$ cat config.mk
export PLATFORM = sky130hd
export DESIGN_NAME = cost_merge
export DESIGN_NICKNAME = d
export VERILOG_FILES = /design/src/rtl/cost_pkg.sv /design/src/rtl/cost_merge.sv
export SDC_FILE = /design/constraint.sdc
export NUM_CORES = 1
export LEC_CHECK = 0
export CAP_MARGIN = 20
export CORE_AREA = 2 2 39 41
export DETAILED_ROUTE_END_ITERATION = 6
export DIE_AREA = 0 0 41 43
export DONT_BUFFER_PORTS = 1
export PLACE_DENSITY_LB_ADDON = 0.2
export SKIP_LAST_GASP = 1
export SLEW_MARGIN = 20
export SYNTH_ARGS = -nofsm -noshare
export SYNTH_HDL_FRONTEND = slang
export SYNTH_SLANG_ARGS = --single-unit
$ cat constraint.sdc
create_clock -name vclk -period 1.4
set_input_delay 0.07 -clock vclk [all_inputs]
set_output_delay 0.07 -clock vclk [all_outputs]
set_load 0.01 [all_outputs]
$ cat src/rtl/cost_pkg.sv
// Package for the card object-start table: shared constants, operation codes
// and the lane control struct. Depends on nothing.
`timescale 1ns / 1ps

package cost_pkg;

    localparam int NUM_CARDS_DEF  = 4096;
    localparam int CARD_BITS      = 8;
    localparam int ALIGN_BITS     = 4;
    localparam int LANES          = 4;
    localparam int LANE_BITS      = 2;
    localparam int MARK_W         = 16;
    localparam int OFFSET_W       = 8;

    localparam logic [OFFSET_W-1:0] INSIDE_OBJECT = 8'hff;

    typedef enum logic [1:0] {
        OP_RECORD = 2'd0,
        OP_FIND   = 2'd1,
        OP_SWEEP  = 2'd2,
        OP_CLEAR  = 2'd3
    } op_t;

    typedef enum logic [1:0] {
        UPD_RECORD = 2'd0,
        UPD_SWEEP  = 2'd1,
        UPD_CLEAR  = 2'd2
    } upd_t;

    typedef struct packed {
        logic rd_en;
        logic wr_en;
        upd_t mode;
    } lane_ctrl_t;

endpackage

$ cat src/rtl/cost_merge.sv
// Merge stage for the backward walk: picks the highest lane at or below the
// limit whose entry holds an object start. Depends on cost_pkg.
`timescale 1ns / 1ps

module cost_merge
    import cost_pkg::*;
(
    input  logic [LANES-1:0][OFFSET_W-1:0] lane_data,
    input  logic [LANE_BITS-1:0]           limit,
    output logic                           hit,
    output logic [LANE_BITS-1:0]           hit_lane,
    output logic [OFFSET_W-1:0]            hit_off
);

    always_comb
    begin
        hit      = 1'b0;
        hit_lane = '0;
        for (int k = 0; k < LANES; k++)
        begin
            if (LANE_BITS'(k) <= limit && lane_data[k] != INSIDE_OBJECT)
            begin
                hit      = 1'b1;
                hit_lane = LANE_BITS'(k);
            end
        end
        hit_off = lane_data[hit_lane];
    end

endmodule

---- After elaboration in Yosys (flattened, before gate mapping) ----
Index checks and enable logic that the tools add are counted.
word-level totals
  bits of input ports ..................... 34
  logic and storage cells ................. 22
  register bits ........................... 0
  output and inout port bits .............. 11
cells by class
  muxes and demuxes ....................... 9
  equal/unequal tests ..................... 4
  reduce and logical (&&, ||, !) cells .... 4
  magnitude comparators ................... 5
operators by type and width
  operator              count
  $ne A8 B8 Y1 const B  4
  $bmux W8 S2           1
  $mux W8               1
  $mux W1               5
  $le A1 B2 Y1 const A  2
  $le A2 B2 Y1 const A  2
  $logic_and A1 B1 Y1   4
  $mux W2               2
  $lt A2 B3 Y1 const B  1

---- Logic depth before layout (Yosys ltp) ----
Gate-level depths: netlist (run 1).
  word-level depth ........................ 7
  depth in mapped cells ................... 6
  depth with buffers taken out ............ 4

---- Worst setup path after synthesis (run 1) ----
No wires, ideal clock.
  kind .................................... input to output
  from .................................... input lane_data[22] (netlist name)
  to ...................................... output hit_off[0]
  path buffers ............................ 2
  stages on the path ...................... 6
  data required time ...................... 1.330 ns
  setup slack ............................. 0.231 ns
  data arrival time ....................... 1.099 ns
  path through ............................ and4_1 -> a21bo_1 -> buf_6 -> and3_4 -> buf_6 -> a22o_1
between the ends
  longest elaborated chain between the ends .. 6
RTL lines
  item                           RTL line          source
  from (decl)                    cost_merge.sv:8   input logic [LANES-1:0][OFFSET_W-1:0] lane_data,
  $ne A8 B8 Y1                   cost_merge.sv:21  if (LANE_BITS'(k) <= limit && lane_data[k] != INSIDE_OBJECT)
  $logic_and A1 B1 Y1            cost_merge.sv:21
  $mux W2 (2 in a row)           cost_merge.sv:21
  $bmux W8 S2                    cost_merge.sv:27  hit_off = lane_data[hit_lane];
  $mux W8 (implied by the code)  cost_merge.sv:27
  to (decl)                      cost_merge.sv:12  output logic [OFFSET_W-1:0] hit_off
No other way between the ends. The select of a mux whose other input is x is not followed.

---- Worst setup path in the final report (run 1) ----
  from .................................... input lane_data[22] (netlist name)
  to ...................................... output hit_off[7]
The elaborated chain is that of the path after synthesis.

==> out/qor.yml, run 1 <==
outcome:
  outcome: "completed"
place:
  place_inst: 77
  hpwl_um: 1140
  portBuffers: 0
  gp_congestion: 0.801
  dp_slack_ns: 0.0282
logic_synthesis:
  ys_warn_count: 0
  synth_area_um2: 422
  synthCells: 63
  syn_avg_cell_area_um2: 6.69
  syn-num-nets: 97
  synth.yosys.seq_area_share: 0
  synth.distinct_cells: 18
sta:
  hold_violations: 0
  rsz0062_at_grt: "no"
  period_share: 0.876
  fmax_mhz: 815
  final-setup-viol-count: 0
  maxSlewHeadroom: 0.718
  finalSetupTns_ns: 0
  tightest_slew_ns: 0.422
  setup_slack_ns: 0.174
  post-route-min-period_ns: 1.23
  whs_ns: 0.300
  slew_viol_final: 0
worst_hold_path:
  hold_depth: 1
  hold-path-endpoint: "hit_off[5]"
  hp-start: "lane_data[5]"
  hp-class: "in -> out"
cells_and_area:
  multiInputGateArea_um2: 369
  seq_cell_count: 0
  num_antenna_cells: 0
  nets: 97
  fin_cells: 77
  final_common_cell: "o21ai_0"
  utilization: 0.308
  final_cell_mix: "o21ai_0 (9), or2_2 (8), inv_1 (8), o221ai_1 (8), a22o_1 (8)"
  final.clkbuf_count: 0
  drive_above_1_share: 0.213
  register_area_um2: 0
  fill_cells: 174
  syn2layout_area_growth_pct: 1.19
floorplan:
  num_rows: 14
  start_util: 0.305
  io_pins: 45
  die_w_um: 41
  die_h_um: 43
  core-area_um2: 1380
  dieArea_um2: 1760
worst_setup_path:
  cp_slowest_cell: "a31oi_2"
  cp-startpoint: "lane_data[22]"
  worst_setup_path_start_kind: "input pin"
  cp_max_fo: 9
  critPathTopFamily: "compound AO/OA/AOI/OAI gates"
  cpPeakStageDelay_ns: 0.39
  path_cells: "and4_1, a31oi_2, o221ai_1, a22o_1"
  cp.required_ns: 1.33
  crit_type: "in -> out"
  cp_num_buf_inv: 0
  arrival_ns: 1.16
  endpoint_kind: "output port"
pwr:
  ir_worst_vdd_v: 0.0000611
  p_switching_mw: 0.0673
  p_clk_frac: 0
  p_int_mw: 0.0517
  powerDensity_nw_per_um2: 279
  seq_power_share: 0
  netSwitchingFraction: 0.566
  comb_power_share: 1.000
  p_leak_nw: 0.166
detailed_routing:
  dr_total_vias: 506
  drt-pass1-iter-count: 4
  wl_per_cell_um: 18.1
  drc: 0
  drt_iter0_markers: 9
  finalWirelength_um: 1400
  detail-route-antenna-nets: 0
  vias_per_cell: 6.57
job:
  drv_cap: 0
grt:
  antenna_found_initial: 0
  grt_pass1_vias: 454
  grt_max_degree: 12
  grt_usage: 0.157
  grt_pass1_wl_um: 2010
  gr-total-overflow: 0
clocking:
  postCtsSetupRepairBufs: 0
-- repair_timing --
action / 4_1_cts / 5_1_grt
resized for setup: 0 / 1
hold buffers: 0 / 0
setup endpoints to repair: 0 / 9
hold endpoints to repair: 0 / 0
-- kinds of logic after synthesis --
group                  Yosys count  synth area share
AND/OR/NAND/NOR                 23             0.341
buffers and inverters           11             0.134
AO/OA/AOI/OAI                   29             0.525
-- through the flow --
| stage | area (um^2) | total power [mW] |
|---|---|---|
| 4_1_cts | 423 | 0.118 |
| 3_5_place_dp | 423 | 0.118 |
| 3_3_place_gp | 423 | 0.119 |
| 6_report | 427 | 0.119 |
| 5_1_grt | 427 | 0.131 |
| 2_1_floorplan | 422 | 0.105 |
-- power by group through the flow --
stage                     combinational (mW)  sequential [mW]  clock [mW]
after CTS                              0.118                0           0
final                                  0.119                0           0
after global routing                   0.131                0           0
after detailed placement               0.118                0           0
after floorplan                        0.105                0           0
after global placement                 0.119                0           0
-- synth_stat cells, drive strengths merged --
library cell | number | area share
a21bo | 1 | 0.024
a22o | 8 | 0.17
a31oi | 1 | 0.030
and3 | 1 | 0.027
and4 | 2 | 0.047
buf | 2 | 0.053
clkbuf | 1 | 0.0089
inv | 8 | 0.071
nand2 | 3 | 0.027
nand4 | 6 | 0.089
nor2 | 2 | 0.018
nor2b | 1 | 0.015
o21ai | 9 | 0.11
o21bai | 1 | 0.018
o221ai | 8 | 0.17
o22ai | 1 | 0.015
or2 | 8 | 0.12
-- worst max-delay path by stage --
| stage | end | slack, ns | cells past startpoint |
|---|---|---|---|
| global placement | hit_off[6] | 0.04 | 4 |
| detailed placement | hit_off[7] | 0.03 | 4 |
| floorplan | hit_off[0] | 0.23 | 6 |
| finish | hit_off[7] | 0.17 | 4 |
| global route | hit_off[1] | 0.09 | 4 |
| CTS | hit_off[7] | 0.02 | 4 |
-- final cells by class --
| cell class | count | share of cell area |
|---|---|---|
| multi-input cells | 52 | 0.865 |
| well taps | 16 | 0.0469 |
| inverters | 8 | 0.0704 |
| repair buffers | 1 | 0.0176 |
-- layer usage --
metal | track usage | share of wire | up-vias
li1 | - | - | 248
met1 | 0.215 | 0.39 | 242
met2 | 0.263 | 0.53 | 16
met3 | 0.0262 | 0.080 | 0
met4 | 0 | 0 | 0
met5 | 0 | 0 | -
(Power assumes the default switching activity.)
==> run 2, diff against run 1 <==
--- a/config.mk
+++ b/config.mk
@@ -5,10 +5,10 @@
 export SDC_FILE = /design/constraint.sdc
 export NUM_CORES = 1
 export LEC_CHECK = 0
+export ABC_AREA = 1
 export CAP_MARGIN = 20
-export CORE_AREA = 2 2 39 41
+export CORE_UTILIZATION = 35
 export DETAILED_ROUTE_END_ITERATION = 6
-export DIE_AREA = 0 0 41 43
 export DONT_BUFFER_PORTS = 1
 export PLACE_DENSITY_LB_ADDON = 0.2
 export SKIP_LAST_GASP = 1
==> run 2 against run 1 <==
Sequential share of layout area is the same. Cell area rose by 33%. Utilization increased by 6.7 points. Maximum frequency up 13%. Non-clock buffer count down 1. Total power increased by 39%. Global-route usage is 0.33 points lower. Worst setup slack improved by 0.14 ns.
==> out/qor.yml, run 2 <==
cells_and_area:
  num_antenna_cells: 0
  fin_cells: 142
  fin_area_um2: 566
  seq_cell_count: 0
  final.clkbuf_count: 0
  syn2layout_area_growth_pct: 0.222
  register_area_um2: 0
  drive_above_1_share: 0.0476
  final_cell_mix: "nand2_1 (51), inv_1 (27), nor2_1 (20)"
  nets: 162
  final_common_cell: "nand2_1"
floorplan:
  start_util: 0.375
  core-area_um2: 1510
  io_pins: 45
  dieArea_um2: 1780
  num_rows: 14
  die_w_um: 42.2
  die_h_um: 42.2
logic_synthesis:
  synthCells: 128
  synth.yosys.seq_area_share: 0
  syn-num-nets: 162
  synth_top_cell_area_share: 0.339
  yosys-top-cells-count: "nand2_1 (51), inv_1 (27), nor2_1 (20)"
  ys_warn_count: 0
  synth_top_area_cell: "nand2_1"
  synth_most_common_cell: "nand2_1"
  synthTopCellsByArea: "nand2_1 (34%), inv_1 (18%), nor2_1 (13%), o21ai_0 (8.0%), nand2_4 (8.0%)"
  synth.distinct_cells: 14
  synth_area_um2: 564
  syn_avg_cell_area_um2: 4.41
sta:
  rsz0062_at_grt: "no"
  slew_viol_final: 0
  finalSetupTns_ns: 0
  final-setup-viol-count: 0
  tightest_slew_ns: 0.345
  fmax_mhz: 921
  hold_violations: 0
  maxSlewHeadroom: 0.768
  setup_slack_ns: 0.315
  period_share: 0.775
  post-route-min-period_ns: 1.09
place:
  dp_slack_ns: 0.315
  gp_congestion: 0.804
  portBuffers: 0
  placed_area_um2: 566
  place_inst: 142
  hpwl_um: 1220
pwr:
  p_clk_frac: 0
  netSwitchingFraction: 0.679
  ir_worst_vdd_v: 0.000103
  comb_power_share: 1.000
  p_switching_mw: 0.113
  p_int_mw: 0.0531
  powerDensity_nw_per_um2: 293
  p_leak_nw: 0.365
  seq_power_share: 0
detailed_routing:
  finalWirelength_um: 1420
  dr_total_vias: 681
  detail-route-antenna-nets: 0
  drt_iter0_markers: 14
  wl_per_cell_um: 10.0
  vias_per_cell: 4.80
  drc: 0
  drt-pass1-iter-count: 4
grt:
  grt_util_met1: 0.226
  grt_usage: 0.154
  gr-total-overflow: 0
  grt_max_degree: 19
  antenna_found_initial: 0
  grt_busiest_layer: "met2"
  grt_pass1_wl_um: 2280
  grt_pass1_vias: 581
  use_met3: 0.0172
  use_met2: 0.256
worst_setup_path:
  cp.required_ns: 1.33
  cp_max_fo: 18
  worst_setup_path_start_kind: "input pin"
  cpPeakStageDelay_ns: 0.18
  cp-startpoint: "lane_data[30]"
  endpoint_kind: "output port"
  cp_common_cell: "nand2_1"
  crit_type: "in -> out"
  arrival_ns: 1.02
  cp_slowest_cell: "nand2_4"
  path_cells: "nand2_1, nor2_1, nand2_1, nand2_4, nand2_4, a21oi_1, nand2_1, nand2_1"
job:
  drv_cap: 0
worst_hold_path:
  hp-start: "lane_data[5]"
  hold-path-endpoint: "hit"
  hold_depth: 3
  hp-class: "in -> out"
clocking:
  postCtsSetupRepairBufs: 0
  cts.repair.resized: 0
  ctsHoldBuffers: 0
outcome:
  outcome: "completed"
## run 2: final cells by class
| cell class | count | area, um^2 |
|---|---|---|
| Multi-Input combinational cell | 98 | 440 |
| Inverter | 28 | 105 |
| Tap cell | 16 | 20.0 |
| Fill cell | 193 | 941 |
## run 2: cell families after synthesis
logic type	share of synthesized area
compound gates	0.126
simple gates	0.654
buf+inv	0.220
## run 2: how the worst max path moves through the flow
| stage | end | slack (ns) | depth (start not counted) |
|---|---|---|---|
| after floorplan | hit_off[3] | 0.47 | 9 |
| after global placement | hit_off[3] | 0.32 | 8 |
| after detailed placement | hit_off[3] | 0.32 | 8 |
| after CTS | hit_off[3] | 0.31 | 8 |
| after global routing | hit_off[6] | 0.19 | 8 |
| final | hit_off[3] | 0.31 | 8 |
## run 2: metal layers
| metal | wire length, um | vias up | share of wire |
|---|---|---|---|
| met3 | 122 | 0 | 0.086 |
| met1 | 657 | 283 | 0.46 |
| met4 | 0 | 0 | 0 |
| met2 | 644 | 25 | 0.45 |
| met5 | 0 | - | 0 |
| li1 | - | 373 | - |
## run 2: worst max-delay path: cells and delay by family
kind,cells,cell delay [ns]
AND/OR/NAND/NOR,7,0.77
AO/OA/AOI/OAI,1,0.17
## run 2: stage by stage
stage                     hold slack (ns)  power [mW]   util
final                               0.337       0.166  0.375
after global routing                0.354       0.193  0.375
after CTS                           0.342       0.168  0.375
after detailed placement            0.341       0.168  0.375
after global placement              0.340       0.166  0.375
after floorplan                     0.327       0.149      -
## run 2: power groups by stage
stage / sequential (mW) / combinational, mW / clock (mW)
finish: 0 / 0.166 / 0
detailed placement: 0 / 0.168 / 0
global placement: 0 / 0.166 / 0
global route: 0 / 0.193 / 0
floorplan: 0 / 0.149 / 0
CTS: 0 / 0.168 / 0
==> run 3, diff against run 2 <==
==> constraint.sdc (replaced) <==
create_clock -name vclk -period 1.1
set_input_delay 0.055 -clock vclk [all_inputs]
set_output_delay 0.055 -clock vclk [all_outputs]
set_load 0.01 [all_outputs]
==> run 3 against run 2 <==
Non-clock buffer count is 2 higher. Sequential cell count did not move. Global-route usage up 0.71 points. Hold slack worse by 0.025 ns. Worst setup slack worse by 0.18 ns. Highest routed layer unchanged.
==> out/qor.yml, run 3 (same netlist as run 2, synthesis figures left out) <==
outcome:
  outcome: "completed"
job:
  drv_cap: 0
detailed_routing:
  drc: 0
  wl_per_cell_um: 10.1
  finalWirelength_um: 1450
  drt-pass1-iter-count: 3
  vias_per_cell: 4.65
  dr_total_vias: 669
  drt_iter0_markers: 10
  detail-route-antenna-nets: 0
place:
  dp_slack_ns: 0.0478
  portBuffers: 0
  placed_area_um2: 573
  place_inst: 143
  hpwl_um: 1270
  gp_congestion: 0.749
grt:
  grt_pass1_vias: 601
  antenna_found_initial: 0
  grt_usage: 0.161
  gr-total-overflow: 0
  grt_max_degree: 19
  grt_pass1_wl_um: 2370
sta:
  setup_slack_ns: 0.137
  finalSetupTns_ns: 0
  fmax_mhz: 1040
  whs_ns: 0.312
  post-route-min-period_ns: 0.963
  tightest_slew_ns: 0.373
  rsz0062_at_grt: "no"
  hold_violations: 0
  maxSlewHeadroom: 0.749
  slew_viol_final: 0
  period_share: 0.876
  final-setup-viol-count: 0
clocking:
  ctsHoldBuffers: 0
worst_setup_path:
  endpoint_kind: "output port"
  cp.required_ns: 1.04
  crit_type: "in -> out"
  worst_setup_path_start_kind: "input pin"
  arrival_ns: 0.91
  cp_max_fo: 9
cells_and_area:
  syn2layout_area_growth_pct: 2.88
  drive_above_1_share: 0.0625
  final_common_cell: "nand2_1"
  fin_cells: 144
  seq_cell_count: 0
  num_antenna_cells: 0
  final_cell_mix: "nand2_1 (51), inv_1 (27), nor2_1 (20)"
  final.clkbuf_count: 0
  fin_area_um2: 581
  register_area_um2: 0
  nets: 164
pwr:
  p_leak_nw: 0.374
  ir_worst_vdd_v: 0.000185
  powerDensity_nw_per_um2: 374
floorplan:
  die_h_um: 42.2
  die_w_um: 42.2
  io_pins: 45
  dieArea_um2: 1780
  core-area_um2: 1510
  num_rows: 14
  start_util: 0.375
worst_hold_path:
  hp-class: "in -> out"
-- run 3: changes by cell type in the layout (fill, tap and decap cells not counted) --
cell   change
buf_4      +2
-- run 3: layer usage --
layer,up-vias,share of wire,wire length (um),track usage
li1,379,-,-,-
met1,264,0.44,639,0.216
met2,26,0.46,674,0.281
met3,0,0.096,139,0.0345
met4,0,0,0,0
met5,-,0,0,0
-- run 3: power breakdown --
part	internal, mW	total (mW)	leakage [nW]	switching, mW
registers	0	0	0	0
logic	0.0725	0.217	0.374	0.144
clock network	0	0	0	0
total	0.0725	0.217	0.374	0.144
-- run 3: final timing paths --
path	depth (start not counted)	from	slack, ns	to
hold / removal	3	lane_data[5]	0.31	hit
setup / recovery	8	lane_data[12]	0.14	hit_off[7]
-- run 3: critical path, stage by stage --
cell,delay [ns]
nand2_1,0.04
nor2_1,0.22
a21oi_4,0.11
nand2_4,0.13
nand2_4,0.11
nand2_1,0.07
nand2_1,0.06
nand2_1,0.11
-- run 3: what timing repair did --
item / in CTS / in global routing
setup buffers: 0 / 1
setup endpoints to repair: 0 / 8
gates resized for setup: 0 / 0
-- run 3: layout make-up --
class	instances	area, um^2
Fill cell	200	926
Inverter	28	105
Multi-Input combinational cell	98	440
Tap cell	16	20.0
Timing Repair Buffer	2	15.0
-- run 3: stage by stage --
step	utilization	total power, mW
finish	0.385	0.217
global route	0.385	0.251
CTS	0.380	0.217
detailed placement	0.380	0.217
global placement	0.380	0.216
floorplan	-	0.190
